### config.mk
export PLATFORM = sky130hd
export DESIGN_NAME = priority_task_scheduler
export DESIGN_NICKNAME = d
export VERILOG_FILES = /design/src/design/pts_pkg.sv /design/src/design/pts_sp_mem.sv /design/src/design/pts_queues.sv /design/src/design/priority_task_scheduler.sv
export VERILOG_INCLUDE_DIRS = /design/src /design/src/design
export SDC_FILE = /design/constraint.sdc
export NUM_CORES = 1
export LEC_CHECK = 0
export BUFFER_PORTS_ARGS = -buffer_cell sky130_fd_sc_hd__buf_2
export CORE_UTILIZATION = 50
export CTS_CLUSTER_DIAMETER = 30
export CTS_CLUSTER_SIZE = 40
export DETAILED_ROUTE_END_ITERATION = 8
export GPL_ROUTABILITY_DRIVEN = 0
export PLACE_DENSITY = 0.69
export SYNTH_ARGS = -nofsm -noshare
export SYNTH_HDL_FRONTEND = slang
export SYNTH_SLANG_ARGS = --single-unit
### constraint.sdc
create_clock -name clk -period 5 [get_ports clk]
set_input_delay 0.5 -clock clk [delete_from_list [all_inputs] [get_ports clk]]
set_output_delay 0.5 -clock clk [all_outputs]
set_load 0.005 [all_outputs]
### src/design/priority_task_scheduler_assert.svh
// assertion macros shared by the scheduler modules
// no dependencies; define ASSERT_OFF to compile the checks out
`ifndef PRIORITY_TASK_SCHEDULER_ASSERT_SVH
`define PRIORITY_TASK_SCHEDULER_ASSERT_SVH

`ifndef ASSERT_OFF

// same-cycle implication, disabled while reset is active
`define ASSERT_IMPLIES(label, clk, rst_n, ante, cons) \
	label: assert property (@(posedge clk) disable iff (!rst_n) (ante) |-> (cons)) \
		else $error("scheduler check failed: same-cycle implication");

// next-cycle implication, disabled while reset is active
`define ASSERT_NEXT(label, clk, rst_n, ante, cons) \
	label: assert property (@(posedge clk) disable iff (!rst_n) (ante) |=> (cons)) \
		else $error("scheduler check failed: next-cycle implication");

`else

`define ASSERT_IMPLIES(label, clk, rst_n, ante, cons)
`define ASSERT_NEXT(label, clk, rst_n, ante, cons)

`endif

`endif

### src/design/pts_pkg.sv
// shared constants, command and status codes and control structs of the scheduler
// no dependencies
package pts_pkg;

	localparam int NUM_TASKS_DEF      = 16;
	localparam int NUM_PRIORITIES_DEF = 8;
	localparam int SP_WIDTH_DEF       = 32;
	localparam int PRIO_REQ_W         = 4;

	typedef enum logic [1:0] {
		CMD_READY  = 2'd0,
		CMD_SWITCH = 2'd1,
		CMD_SET_SP = 2'd2,
		CMD_NOP    = 2'd3
	} cmd_t;

	typedef enum logic [1:0] {
		STAT_OK     = 2'd0,
		STAT_BAD_ID = 2'd1,
		STAT_QUEUED = 2'd2
	} status_t;

	// sequencer strobes toward the ready-queue unit
	typedef struct packed {
		logic append_en;
		logic pick_en;
		logic finish_en;
	} qctl_t;

endpackage

### src/design/pts_sp_mem.sv
// saved stack pointer memory: one entry per task plus one for the idle task
// one write port, one read port with registered read data; uses pts_pkg
module pts_sp_mem #(
	parameter int NUM_TASKS = pts_pkg::NUM_TASKS_DEF,
	parameter int SP_WIDTH = pts_pkg::SP_WIDTH_DEF,
	localparam int DEPTH = NUM_TASKS + 1,
	localparam int AW = $clog2(DEPTH)
) (
	input  logic                clk,
	input  logic                wr_en,
	input  logic [AW-1:0]       wr_addr,
	input  logic [SP_WIDTH-1:0] wr_data,
	input  logic                rd_en,
	input  logic [AW-1:0]       rd_addr,
	output logic [SP_WIDTH-1:0] rd_data
);

	logic [SP_WIDTH-1:0] mem [DEPTH];

	// synchronous write and read, read data registered
	always_ff @(posedge clk) begin
		if (wr_en) begin
			mem[wr_addr] <= wr_data;
		end
		if (rd_en) begin
			rd_data <= mem[rd_addr];
		end
	end

endmodule

### src/design/pts_queues.sv
// per-priority ready fifos built as linked lists over the task ids
// head/tail/nonempty registers, queued marks and the link memory; uses pts_pkg
`include "priority_task_scheduler_assert.svh"

module pts_queues #(
	parameter int NUM_TASKS = pts_pkg::NUM_TASKS_DEF,
	parameter int NUM_PRIORITIES = pts_pkg::NUM_PRIORITIES_DEF,
	localparam int QIDX_W = $clog2(NUM_TASKS),
	localparam int PRIO_W = $clog2(NUM_PRIORITIES)
) (
	input  logic                 clk,
	input  logic                 arst_n,
	input  pts_pkg::qctl_t       ctl,
	input  logic [PRIO_W-1:0]    append_prio,
	input  logic [QIDX_W-1:0]    append_task,
	output logic [NUM_TASKS-1:0] queued,
	output logic                 pick_found,
	output logic [PRIO_W-1:0]    pick_prio,
	output logic [QIDX_W-1:0]    pick_task
);

	logic [QIDX_W-1:0]         head_q [NUM_PRIORITIES];
	logic [QIDX_W-1:0]         tail_q [NUM_PRIORITIES];
	logic [NUM_PRIORITIES-1:0] nonempty_q;
	logic [NUM_TASKS-1:0]      queued_q;
	logic [QIDX_W-1:0]         link_mem [NUM_TASKS];
	logic [QIDX_W-1:0]         link_rd_q;
	logic                      pick_last;
	logic                      pick_found_q;
	logic                      pick_last_q;
	logic [PRIO_W-1:0]         pick_prio_q;

	assign queued = queued_q;

	// highest non-empty priority, level 0 wins
	always_comb begin
		pick_prio = '0;
		for (int i = NUM_PRIORITIES - 1; i >= 0; i--) begin
			if (nonempty_q[i]) begin
				pick_prio = PRIO_W'(i);
			end
		end
	end

	assign pick_found = |nonempty_q;
	assign pick_task  = head_q[pick_prio];
	assign pick_last  = head_q[pick_prio] == tail_q[pick_prio];

	// queue bookkeeping: append, dequeue, then head advance from the link read
	always_ff @(posedge clk or negedge arst_n) begin
		if (!arst_n) begin
			for (int i = 0; i < NUM_PRIORITIES; i++) begin
				head_q[i] <= '0;
				tail_q[i] <= '0;
			end
			nonempty_q   <= '0;
			queued_q     <= '0;
			pick_found_q <= 1'b0;
			pick_last_q  <= 1'b0;
			pick_prio_q  <= '0;
		end else begin
			if (ctl.append_en) begin
				if (nonempty_q[append_prio]) begin
					tail_q[append_prio] <= append_task;
				end else begin
					head_q[append_prio]     <= append_task;
					tail_q[append_prio]     <= append_task;
					nonempty_q[append_prio] <= 1'b1;
				end
				queued_q[append_task] <= 1'b1;
			end
			if (ctl.pick_en) begin
				pick_found_q <= pick_found;
				pick_last_q  <= pick_last;
				pick_prio_q  <= pick_prio;
				if (pick_found) begin
					if (pick_last) begin
						nonempty_q[pick_prio] <= 1'b0;
					end
					queued_q[pick_task] <= 1'b0;
				end
			end
			if (ctl.finish_en && pick_found_q && !pick_last_q) begin
				head_q[pick_prio_q] <= link_rd_q;
			end
		end
	end

	// link memory: write at the old tail on append to a non-empty queue, read the successor of the head on pick
	always_ff @(posedge clk) begin
		if (ctl.append_en && nonempty_q[append_prio]) begin
			link_mem[tail_q[append_prio]] <= append_task;
		end
		if (ctl.pick_en) begin
			link_rd_q <= link_mem[pick_task];
		end
	end

	`ASSERT_IMPLIES(a_pick_head_queued, clk, arst_n, ctl.pick_en && pick_found, queued_q[pick_task])
	`ASSERT_IMPLIES(a_append_not_queued, clk, arst_n, ctl.append_en, !queued_q[append_task])
	`ASSERT_NEXT(a_pick_then_finish, clk, arst_n, ctl.pick_en, ctl.finish_en && !ctl.append_en)

endmodule

### src/design/priority_task_scheduler.sv
// top level of the fixed-priority round-robin task scheduler
// channel   signals                                        direction
// in        in_valid/in_stall, cmd, task_id, priority_req,  into the block
//           current_sp, current_running, stack_overflow
// out       out_valid/out_stall, status, next_task,         out of the block
//           next_sp, is_idle, overflow_parked
// ready, set-sp and no-op pass through the execute and output states, a switch through
// execute, pick, done and output; the input opens again once the result is loaded out.
// the extra switch states come from the read-modify-write over the link and sp memories,
// each with registered read data; one item is in work at a time.
// reset clears the sequencer, running task, queues and marks at once; no clearing pass.
// a stalled result holds in the output register while the next item is accepted.
// depends on pts_pkg, pts_queues, pts_sp_mem and priority_task_scheduler_assert.svh
`include "priority_task_scheduler_assert.svh"

module priority_task_scheduler #(
	parameter int NUM_TASKS = pts_pkg::NUM_TASKS_DEF,
	parameter int NUM_PRIORITIES = pts_pkg::NUM_PRIORITIES_DEF,
	parameter int SP_WIDTH = pts_pkg::SP_WIDTH_DEF,
	localparam int TID_W = $clog2(NUM_TASKS + 1),
	localparam int QIDX_W = $clog2(NUM_TASKS),
	localparam int PRIO_W = $clog2(NUM_PRIORITIES)
) (
	input  logic                           clk,
	input  logic                           arst_n,
	input  logic                           in_valid,
	output logic                           in_stall,
	input  logic [1:0]                     cmd,
	input  logic [TID_W-1:0]               task_id,
	input  logic [pts_pkg::PRIO_REQ_W-1:0] priority_req,
	input  logic [SP_WIDTH-1:0]            current_sp,
	input  logic                           current_running,
	input  logic                           stack_overflow,
	output logic                           out_valid,
	input  logic                           out_stall,
	output logic [1:0]                     status,
	output logic [TID_W-1:0]               next_task,
	output logic [SP_WIDTH-1:0]            next_sp,
	output logic                           is_idle,
	output logic                           overflow_parked
);

	typedef enum logic [4:0] {
		ST_IDLE = 5'b00001,
		ST_EXEC = 5'b00010,
		ST_PICK = 5'b00100,
		ST_DONE = 5'b01000,
		ST_OUT  = 5'b10000
	} state_t;

	localparam logic [TID_W-1:0] IDLE_ID = TID_W'(NUM_TASKS);

	state_t                           state_q;
	state_t                           state_d;
	pts_pkg::cmd_t                    cmd_q;
	logic [TID_W-1:0]                 tid_q;
	logic [pts_pkg::PRIO_REQ_W-1:0]   preq_q;
	logic [SP_WIDTH-1:0]              sp_q;
	logic                             still_q;
	logic                             ovf_q;
	logic [TID_W-1:0]                 running_task_q;
	logic                             running_valid_q;
	logic [PRIO_W-1:0]                running_prio_q;
	logic [NUM_TASKS-1:0]             ovf_mark_q;
	pts_pkg::status_t                 res_status_q;
	logic [TID_W-1:0]                 res_task_q;
	logic [SP_WIDTH-1:0]              res_sp_q;
	logic                             res_idle_q;
	logic                             res_parked_q;
	logic                             out_valid_q;
	pts_pkg::status_t                 out_status_q;
	logic [TID_W-1:0]                 out_task_q;
	logic [SP_WIDTH-1:0]              out_sp_q;
	logic                             out_is_idle_q;
	logic                             out_parked_q;
	logic                             in_accept;
	logic                             out_free;
	logic                             is_switch;
	logic [QIDX_W-1:0]                tid_idx;
	logic [QIDX_W-1:0]                rt_idx;
	logic                             tid_is_task;
	logic                             tid_ok_sp;
	logic                             rt_is_task;
	logic                             save_en;
	logic                             ovf_now;
	logic                             parked_now;
	logic                             reappend;
	logic [PRIO_W-1:0]                ready_prio;
	pts_pkg::status_t                 status_now;
	pts_pkg::qctl_t                   qctl;
	logic [PRIO_W-1:0]                append_prio;
	logic [QIDX_W-1:0]                append_task;
	logic [NUM_TASKS-1:0]             queued;
	logic                             pick_found;
	logic [PRIO_W-1:0]                pick_prio;
	logic [QIDX_W-1:0]                pick_task;
	logic [TID_W-1:0]                 pick_id;
	logic                             sp_wr_en;
	logic [TID_W-1:0]                 sp_wr_addr;
	logic [SP_WIDTH-1:0]              sp_rd_data;

	assign in_stall  = state_q != ST_IDLE;
	assign in_accept = in_valid && !in_stall;
	assign out_free  = !out_valid_q || !out_stall;

	// sequencer
	always_comb begin
		state_d = state_q;
		case (state_q)
			ST_IDLE: if (in_accept) state_d = ST_EXEC;
			ST_EXEC: state_d = is_switch ? ST_PICK : ST_OUT;
			ST_PICK: state_d = ST_DONE;
			ST_DONE: state_d = ST_OUT;
			ST_OUT:  if (out_free) state_d = ST_IDLE;
			default: state_d = ST_IDLE;
		endcase
	end

	always_ff @(posedge clk or negedge arst_n) begin
		if (!arst_n) begin
			state_q <= ST_IDLE;
		end else begin
			state_q <= state_d;
		end
	end

	// input item capture
	always_ff @(posedge clk) begin
		if (in_accept) begin
			cmd_q   <= pts_pkg::cmd_t'(cmd);
			tid_q   <= task_id;
			preq_q  <= priority_req;
			sp_q    <= current_sp;
			still_q <= current_running;
			ovf_q   <= stack_overflow;
		end
	end

	// command decode for the execute step
	assign is_switch   = cmd_q == pts_pkg::CMD_SWITCH;
	assign tid_idx     = tid_q[QIDX_W-1:0];
	assign rt_idx      = running_task_q[QIDX_W-1:0];
	assign tid_is_task = tid_q < IDLE_ID;
	assign tid_ok_sp   = tid_q <= IDLE_ID;
	assign rt_is_task  = running_task_q < IDLE_ID;
	assign save_en     = is_switch && (sp_q != '0) && running_valid_q;
	assign ovf_now     = ovf_mark_q[rt_idx] || ovf_q;
	assign parked_now  = save_en && rt_is_task && still_q && ovf_now;
	assign reappend    = save_en && rt_is_task && still_q && !ovf_now && !queued[rt_idx];
	assign ready_prio  = (32'(preq_q) > NUM_PRIORITIES - 1) ? PRIO_W'(NUM_PRIORITIES - 1)
		: PRIO_W'(preq_q);

	always_comb begin
		status_now = pts_pkg::STAT_OK;
		case (cmd_q)
			pts_pkg::CMD_READY: begin
				if (!tid_is_task) begin
					status_now = pts_pkg::STAT_BAD_ID;
				end else if (queued[tid_idx]) begin
					status_now = pts_pkg::STAT_QUEUED;
				end
			end
			pts_pkg::CMD_SET_SP: begin
				if (!tid_ok_sp) begin
					status_now = pts_pkg::STAT_BAD_ID;
				end
			end
			default: status_now = pts_pkg::STAT_OK;
		endcase
	end

	// ready-queue strobes and operands
	always_comb begin
		qctl.append_en = (state_q == ST_EXEC)
			&& (((cmd_q == pts_pkg::CMD_READY) && tid_is_task && !queued[tid_idx]) || reappend);
		qctl.pick_en   = state_q == ST_PICK;
		qctl.finish_en = state_q == ST_DONE;
	end

	assign append_prio = is_switch ? running_prio_q : ready_prio;
	assign append_task = is_switch ? rt_idx : tid_idx;

	pts_queues #(
		.NUM_TASKS(NUM_TASKS),
		.NUM_PRIORITIES(NUM_PRIORITIES)
	) u_queues (
		.clk(clk),
		.arst_n(arst_n),
		.ctl(qctl),
		.append_prio(append_prio),
		.append_task(append_task),
		.queued(queued),
		.pick_found(pick_found),
		.pick_prio(pick_prio),
		.pick_task(pick_task)
	);

	// stack pointer memory: saves or sets an entry in execute, reads the chosen task in pick
	assign pick_id    = pick_found ? TID_W'(pick_task) : IDLE_ID;
	assign sp_wr_en   = (state_q == ST_EXEC)
		&& (((cmd_q == pts_pkg::CMD_SET_SP) && tid_ok_sp) || save_en);
	assign sp_wr_addr = is_switch ? running_task_q : tid_q;

	pts_sp_mem #(
		.NUM_TASKS(NUM_TASKS),
		.SP_WIDTH(SP_WIDTH)
	) u_sp_mem (
		.clk(clk),
		.wr_en(sp_wr_en),
		.wr_addr(sp_wr_addr),
		.wr_data(sp_q),
		.rd_en(qctl.pick_en),
		.rd_addr(pick_id),
		.rd_data(sp_rd_data)
	);

	// running task and overflow marks
	always_ff @(posedge clk or negedge arst_n) begin
		if (!arst_n) begin
			running_task_q  <= IDLE_ID;
			running_valid_q <= 1'b0;
			running_prio_q  <= '0;
			ovf_mark_q      <= '0;
		end else begin
			if ((state_q == ST_EXEC) && save_en && rt_is_task && ovf_q) begin
				ovf_mark_q[rt_idx] <= 1'b1;
			end
			if (state_q == ST_PICK) begin
				running_task_q  <= pick_id;
				running_valid_q <= 1'b1;
				running_prio_q  <= pick_found ? pick_prio : '0;
			end
		end
	end

	// result assembly
	always_ff @(posedge clk) begin
		case (state_q)
			ST_EXEC: begin
				res_status_q <= status_now;
				res_task_q   <= '0;
				res_sp_q     <= '0;
				res_idle_q   <= 1'b0;
				res_parked_q <= parked_now;
			end
			ST_PICK: begin
				res_task_q <= pick_id;
				res_idle_q <= !pick_found;
			end
			ST_DONE: res_sp_q <= sp_rd_data;
			default: res_sp_q <= res_sp_q;
		endcase
	end

	// output register
	always_ff @(posedge clk or negedge arst_n) begin
		if (!arst_n) begin
			out_valid_q <= 1'b0;
		end else if ((state_q == ST_OUT) && out_free) begin
			out_valid_q <= 1'b1;
		end else if (!out_stall) begin
			out_valid_q <= 1'b0;
		end
	end

	always_ff @(posedge clk) begin
		if ((state_q == ST_OUT) && out_free) begin
			out_status_q  <= res_status_q;
			out_task_q    <= res_task_q;
			out_sp_q      <= res_sp_q;
			out_is_idle_q <= res_idle_q;
			out_parked_q  <= res_parked_q;
		end
	end

	assign out_valid       = out_valid_q;
	assign status          = out_status_q;
	assign next_task       = out_task_q;
	assign next_sp         = out_sp_q;
	assign is_idle         = out_is_idle_q;
	assign overflow_parked = out_parked_q;

	`ASSERT_IMPLIES(a_out_from_out_state, clk, arst_n, $rose(out_valid_q), $past(state_q == ST_OUT))
	`ASSERT_IMPLIES(a_idle_result_id, clk, arst_n, out_valid_q && out_is_idle_q, out_task_q == IDLE_ID)
	`ASSERT_NEXT(a_pick_sets_running, clk, arst_n, state_q == ST_PICK, running_valid_q)

endmodule
### After elaboration in Yosys (flattened, before gate mapping)

Memories as Yosys holds them, arrays and structs flattened. A register that Yosys moved wholly into a read port is not among the register bits.
Index checks and enable logic that the tools add are counted.

| word-level totals | value |
|---|---|
| register bits after elaboration | 251 |
| bits in writable memories | 608 |
| input bits | 49 |
| output and inout port bits | 43 |
| logic and storage cells | 208 |
| memories | 2 |

Memory list:

| name | depth | bits a word | rd ports | clocked after memory_dff | write ports | line | RTL |
|---|---|---|---|---|---|---|---|
| u_sp_mem.mem | 17 | 32 | 1 | 1 | 1 | pts_sp_mem.sv:18 | `logic [SP_WIDTH-1:0] mem [DEPTH];` |
| u_queues.link_mem | 16 | 4 | 1 | 1 | 1 | pts_queues.sv:26 | `logic [QIDX_W-1:0] link_mem [NUM_TASKS];` |

| cells by class | value |
|---|---|
| $lt $le $gt $ge | 20 |
| eq/ne operators | 12 |
| mux-type cells | 76 |
| bitwise operators | 10 |
| reductions and logical operators | 45 |

Operators by type and width:

| cell | count |
|---|---|
| bitwise mux 32 bit | 3 |
| 2-to-1 mux 32 bit | 3 |
| one-hot mux 32 bit (2 select lines) | 1 |
| 2-to-1 mux 16 bit | 3 |
| 2-to-1 mux 8 bit | 5 |
| binary-select mux 4 bit (select 3 bit) | 3 |
| 2-to-1 mux 4 bit | 9 |
| 2-to-1 mux 3 bit | 11 |
| OR 16 bit | 2 |
| nonzero test 32 bit | 1 |
| logical AND 1 bit | 27 |
| 2-to-1 mux 5 bit | 5 |
| one-hot mux 5 bit (5 select lines) | 1 |
| demux 4 bit (select 3 bit) | 2 |
| less-than comparator 4 x 5 -> 1 bit, second input constant | 4 |
| AND 16 bit | 1 |
| 2-to-1 mux 1 bit | 16 |
| NOT 16 bit | 1 |
| binary-select mux 1 bit (select 4 bit) | 3 |
| demux 1 bit (select 4 bit) | 3 |
| greater-or-equal comparator 4 x 1 -> 1 bit, second input constant | 3 |
| greater-or-equal comparator 4 bit, second input constant | 3 |
| NOT 3 -> 4 bit | 3 |
| less-than comparator 5 bit, second input constant | 2 |
| other kinds (31) | 48 |

### Depth between registers and ports, before layout

| depth | value |
|---|---|
| depth in word-level cells | 20 |
| mapped depth | 13 |
| mapped depth without buffers | 8 |

### By module

A second synthesis with hierarchy kept.

| second synthesis, totals | value |
|---|---|
| cell total of the unflattened synthesis | 1,954 |
| area total of the unflattened synthesis | 35,808.1 µm² |

Modules (own cells, without submodules):

| module | instances | cells each | area an instance (µm²) | seq. area each (µm²) |
|---|---|---|---|---|
| pts_sp_mem | 1 | 913 | 21,923.5 | 17,296.6 |
| pts_queues | 1 | 686 | 7,848.8 | 4,369.2 |
| priority_task_scheduler | 1 | 355 | 6,035.8 | 4,591.9 |

### Worst setup path after synthesis

OpenSTA, ideal clock, no wires.

| timing | value |
|---|---|
| kind | register -> register |
| start | reg cmd_q[1] |
| end | mem u_sp_mem.mem[16][0] (netlist bit), enable pin |
| setup time | 0.501 ns |
| arrival | 4.778 ns |
| data required time | 4.499 ns |
| setup slack | -0.279 ns |
| stages on the path, launching flop included | 9 |
| clock period less this slack | 5.279 ns |
| path through | edfxtp_1 > clkbuf_1 > nand2b_1 > clkbuf_1 > mux2i_1 > inv_1 > nor2_1 > nand2b_1 > nor4_1 |

| between the ends | value |
|---|---|
| longest elaborated chain between the ends | 7 |
| elaborated cells on any way between the ends | 10 |
| those cells by class | eq/ne (2); mux (3); reduce/logical (5) |

RTL lines:

| element | line | RTL |
|---|---|---|
| from (decl) | priority_task_scheduler.sv:55 | `pts_pkg::cmd_t cmd_q;` |
| from (signal assigned) | priority_task_scheduler.sv:130 | `cmd_q <= pts_pkg::cmd_t'(cmd);` |
| == test 2 x 1 -> 1 bit | priority_task_scheduler.sv:140 | `assign is_switch = cmd_q == pts_pkg::CMD_SWITCH;` |
| logical AND 1 bit (2 in a row) | priority_task_scheduler.sv:146 | `assign save_en = is_switch && (sp_q != '0) && running_valid_q;` |
| logical OR 1 bit | priority_task_scheduler.sv:201 | `&& (((cmd_q == pts_pkg::CMD_SET_SP) && tid_ok_sp) \|\| save_en);` |
| logical AND 1 bit | priority_task_scheduler.sv:201 |  |
| 2-to-1 mux 1 bit | pts_sp_mem.sv:22 | `if (wr_en) begin` |
| 2-to-1 mux 1 bit (implied by the code) | pts_sp_mem.sv:23 | `mem[wr_addr] <= wr_data;` |
| to (decl) | pts_sp_mem.sv:18 |  |

Several ways; a longest one is shown, not always the timed one.

### Worst setup path in the final report

| timing | value |
|---|---|
| start | reg u_queues.nonempty_q[3] |
| end | reg u_sp_mem.rd_data[20] (read register of u_sp_mem.mem), data pin |

| between the ends | value |
|---|---|
| longest elaborated chain between the ends | 9 |
| elaborated cells on any way between the ends | 10 |
| those cells by class | mux (8); bitwise (1); reduce/logical (1) |

RTL lines:

| element | line | RTL |
|---|---|---|
| from (decl) | pts_queues.sv:24 | `logic [NUM_PRIORITIES-1:0] nonempty_q;` |
| from (signal assigned) | pts_queues.sv:56 | `nonempty_q <= '0;` |
| from (signal, indexed assignment) | pts_queues.sv:68 | `nonempty_q[append_prio] <= 1'b1;` |
| from (signal, indexed assignment) | pts_queues.sv:78 | `nonempty_q[pick_prio] <= 1'b0;` |
| 2-to-1 mux 3 bit (4 in a row) | pts_queues.sv:39 | `if (nonempty_q[i]) begin` |
| NOT 3 -> 4 bit (implied by the code) | pts_queues.sv:46 | `assign pick_task = head_q[pick_prio];` |
| binary-select mux 4 bit (select 3 bit) | pts_queues.sv:46 |  |
| 2-to-1 mux 4 bit (implied by the code) (2 in a row) | pts_queues.sv:46 |  |
| 2-to-1 mux 5 bit (*) | priority_task_scheduler.sv:199 | `assign pick_id = pick_found ? TID_W'(pick_task) : IDLE_ID;` |
| to (decl) | pts_sp_mem.sv:15 | `output logic [SP_WIDTH-1:0] rd_data` |

Every way passes the cells marked *; elsewhere a longest branch is shown, timed or not. The select of a mux whose other input is x is not followed.
A chain may end at the register's enable or synchronous reset.

==> impl_metrics.csv <==
group,metric,value,unit
status,status,"finished, final reports clean",
clocking,cts-resized-gates,0,
worst_hold_path,hp-start,"current_sp[1]",
logic_synthesis,synth_cells,2326,
sta,slew_headroom,0.231,
route,first_iter_violations,2572,
floorplan,core,71500,µm²
sta,fin_crit_sh,0.797,
worst_hold_path,hold_path_class,"in -> reg",
grt,antenna_found_initial,1,
logic_synthesis,synth-seq-area-share,0.728,
placement,placed_cell_area,38300,µm²
setup_path,rrSetupSlack,1.01,ns
worst_hold_path,hold_path_depth,1,
grt,grt_pass1_wl,142000,µm
logic_synthesis,yosys.area.top_type,"edfxtp_1",
final_layout,final_util,0.616,
sta,timing.fmax,0.251,GHz
logic_synthesis,synthTopCellsByArea,"edfxtp_1 (64%), dfrtp_1 (8.5%), mux2i_1 (5.6%)",
sta,rsz0062_at_grt,"no",
sta,finalSetupTns,0,ns
logic_synthesis,synth_seq_cells,895,
setup_path,r2r-end,"u_sp_mem.rd_data[20]",
clocking,numCtsBuffers,157,
clocking,cts_setup_buffers,0,
route,routed_wirelength,95400,µm
grt,grt_pass1_vias,22687,
logic_synthesis,async_flop_share,0.139,
route,viasPerCell,6.26,
setup_path,worstPathArrival,4.57,ns
setup_path,cp_common_cell,"buf_4",
setup_path,crit_required,5.59,ns
route,via_count,22770,
sta,drv_slew,0,
setup_path,crit_path_cell_trace,"nor2b_1, o21ai_1, buf_4, a222oi_1, a211oi_4, buf_4, nor3_2, nor2_4, buf_4, a221oi_1, a221o_1",
sta,min_period,3.99,ns
final_layout,area_delta_synth_final,22.0,%
clocking,clock_sinks,895,
clocking,cts_buffer_depth,3,
placement,dpl_worst_slack,1.15,ns
setup_path,critPathBufInv,3,
logic_synthesis,syn_area,36100,µm²
sta,tightest_slew,1.15,ns
clocking,h-tree-depth,4,
logic_synthesis,synth_ff_type,"edfxtp_1",
logic_synthesis,synth_top_area_share,0.641,
logic_synthesis,synth_edf_count,771,
clocking,clk_pin_slew,0.05,ns
floorplan,die_x,271,µm
sta,setup_viol,0,
route,ant_nets,0,
sta,worst_slack,1.01,ns
route,drc,0,
setup_path,cp_max_fo,27,
setup_path,cp-end-kind,"flip-flop",
grt,grtUsageTotal,0.260,
grt,grt_max_degree,79,
job,maxCapViolCount,0,
logic_synthesis,yosysUniqueCellTypes,69,
power_and_ir_drop,leakagePower,0.0164,µW
logic_synthesis,synth.avg_cell_area,15.5,µm²
placement,hpwl,55100,µm
clocking,clkLatencyLatePin,0.73,ns
floorplan,rows,98,
logic_synthesis,synth_warnings,0,
setup_path,critical_path_class,"reg -> reg",
route,wl_per_cell,26.2,µm
setup_path,r2r_start,"u_queues.nonempty_q[3]",
route,wl_met3,8710,µm
clocking,cts_tree,"built",
setup_path,ff2ff_path_depth,11,
setup_path,cpPeakStageDelay,0.78,ns
final_layout,fin_nets,2605,
logic_synthesis,synthTopCellsByCount,"edfxtp_1 (771), mux2i_1 (201), dfrtp_1 (122)",
floorplan,ios,92,
route,wl_met1,38500,µm
sta,finalHoldViolCount,0,
final_layout,postLayoutCellArea,44000,µm²
final_layout,num-fill-cells,5077,
setup_path,crit_slowest_cell,"nor3_2",
power_and_ir_drop,powerDensity,629,nW/µm²
floorplan,die_area,73300,µm²
placement,io_buffers,91,
setup_path,crit_family,"compound AO/OA/AOI/OAI gates",
power_and_ir_drop,ir_drop,0.674,mV
worst_hold_path,hold_path_end,"sp_q[1]",
floorplan,initial_core_util,0.505,
route,drtPass1Iterations,6,
route,dr_wl_met2,44500,µm
grt,grt.overflow.total,0,
clocking,root_buffer,"clkbuf_16",
final_layout,layout-drive-gt1-share,0.208,
logic_synthesis,syn_nets,2375,
sta,clock_skew,0.0275,ns
logic_synthesis,yosys.cell_count.top_type,"edfxtp_1",
setup_path,worst_setup_path_start_kind,"flip-flop",
route,top_layer,"met4",
floorplan,die_h,271,µm
## worst register-to-register path, stage by stage (launching register included)
cell and delay [ns]:
dfrtp_1 0.48, nor2b_1 0.26, o21ai_1 0.17, buf_4 0.23, a222oi_1 0.41, a211oi_4 0.08
buf_4 0.24, nor3_2 0.79, nor2_4 0.07, buf_4 0.30, a221oi_1 0.58, a221o_1 0.23
## cells in the final DEF (no fill, tap or decap), types with 33 or more instances in the layout
cell and n:
dfrtp_1 122, clkbuf_16 162, nor3_1 111, a21oi_1 47, nor4b_1 33, o221ai_1 35
nand2_1 82, mux2i_1 201, a221oi_1 64, o21ai_0 72, nand3_1 33, a211oi_1 33
o31ai_1 33, and2_1 66, buf_4 79, dlygate4sd3_1 45, buf_2 90, edfxtp_1 771
nor2_1 79
## per-layer routing
layer / up-vias / GRT usage
li1: 9778 / -
met1: 11425 / 0.349
met2: 1286 / 0.405
met3: 281 / 0.0609
met4: 0 / 0.114
met5: - / 0
## worst max-delay path by stage
stage	startpoint	end	slack, ns	cells past startpoint
5_1_grt	sp_q[6]	u_sp_mem.mem[13][4]	0.89	8
2_1_floorplan	cmd_q[1]	u_sp_mem.mem[16][0]	1.05	8
3_3_place_gp	u_queues.nonempty_q[3]	u_sp_mem.rd_data[22]	1.18	10
4_1_cts	u_queues.nonempty_q[3]	u_sp_mem.rd_data[20]	1.11	11
3_5_place_dp	u_queues.nonempty_q[3]	u_sp_mem.rd_data[24]	1.15	10
6_report	u_queues.nonempty_q[3]	u_sp_mem.rd_data[20]	1.01	11
## power by group
| group | switching, µW | internal, µW | leakage, µW |
|---|---|---|---|
| Clock | 3740 | 6780 | 0.00257 |
| Sequential | 428 | 8920 | 0.00871 |
| Combinational | 5290 | 2520 | 0.00508 |
## what timing repair did
action                     4_1_cts  5_1_grt
setup endpoints to repair        0        0
hold endpoints to repair       110        0
hold buffers                    45        0
## flip-flops by register name, summed over array words and instances, names as in the netlist, 4 cells and up
name                 flops
u_sp_mem.mem           544
u_queues.link_mem       64
next_sp                 32
res_sp_q                32
sp_q                    32
u_queues.head_q         32
u_queues.tail_q         32
u_sp_mem.rd_data        32
ovf_mark_q              16
u_queues.queued         16
u_queues.nonempty_q      8
next_task                5
res_task_q               5
running_task_q           5
state_q                  5
tid_q                    5
preq_q                   4
u_queues.link_rd_q       4
## cell families (layout without fill, tap and decap cells)
family | after synthesis | count (layout) | synth area share
xor+xnor | 2 | 2 | 0.000485
compound gates | 472 | 472 | 0.0960
flops | 895 | 895 | 0.728
mux | 247 | 247 | 0.0748
other cells | 0 | 1 | 0
simple gates | 535 | 535 | 0.0812
buf+inv | 175 | 536 | 0.0200
## through the flow
stage / hold slack, ns / total power, µW / cells
floorplan: 0.204 / 14000 / 2326
global placement: 0.401 / 16800 / 3302
detailed placement: 0.406 / 17000 / 3302
CTS: 0.0141 / 27600 / 3637
global route: 0.0445 / 28500 / 3637
finish: 0.0453 / 27700 / 3638
## layout make-up
class | count | area (µm²) | area share
Antenna cell | 1 | 2.50 | 0.0000568
Tap cell | 950 | 1190 | 0.0270
Inverter | 14 | 52.6 | 0.00119
Clock buffer | 184 | 4150 | 0.0942
Sequential cell | 895 | 26300 | 0.596
Timing Repair Buffer | 232 | 1850 | 0.0421
Multi-Input combinational cell | 1256 | 9370 | 0.213
Clock inverter | 106 | 1160 | 0.0263
No activity file was read; power rests on OpenSTA's default activity.
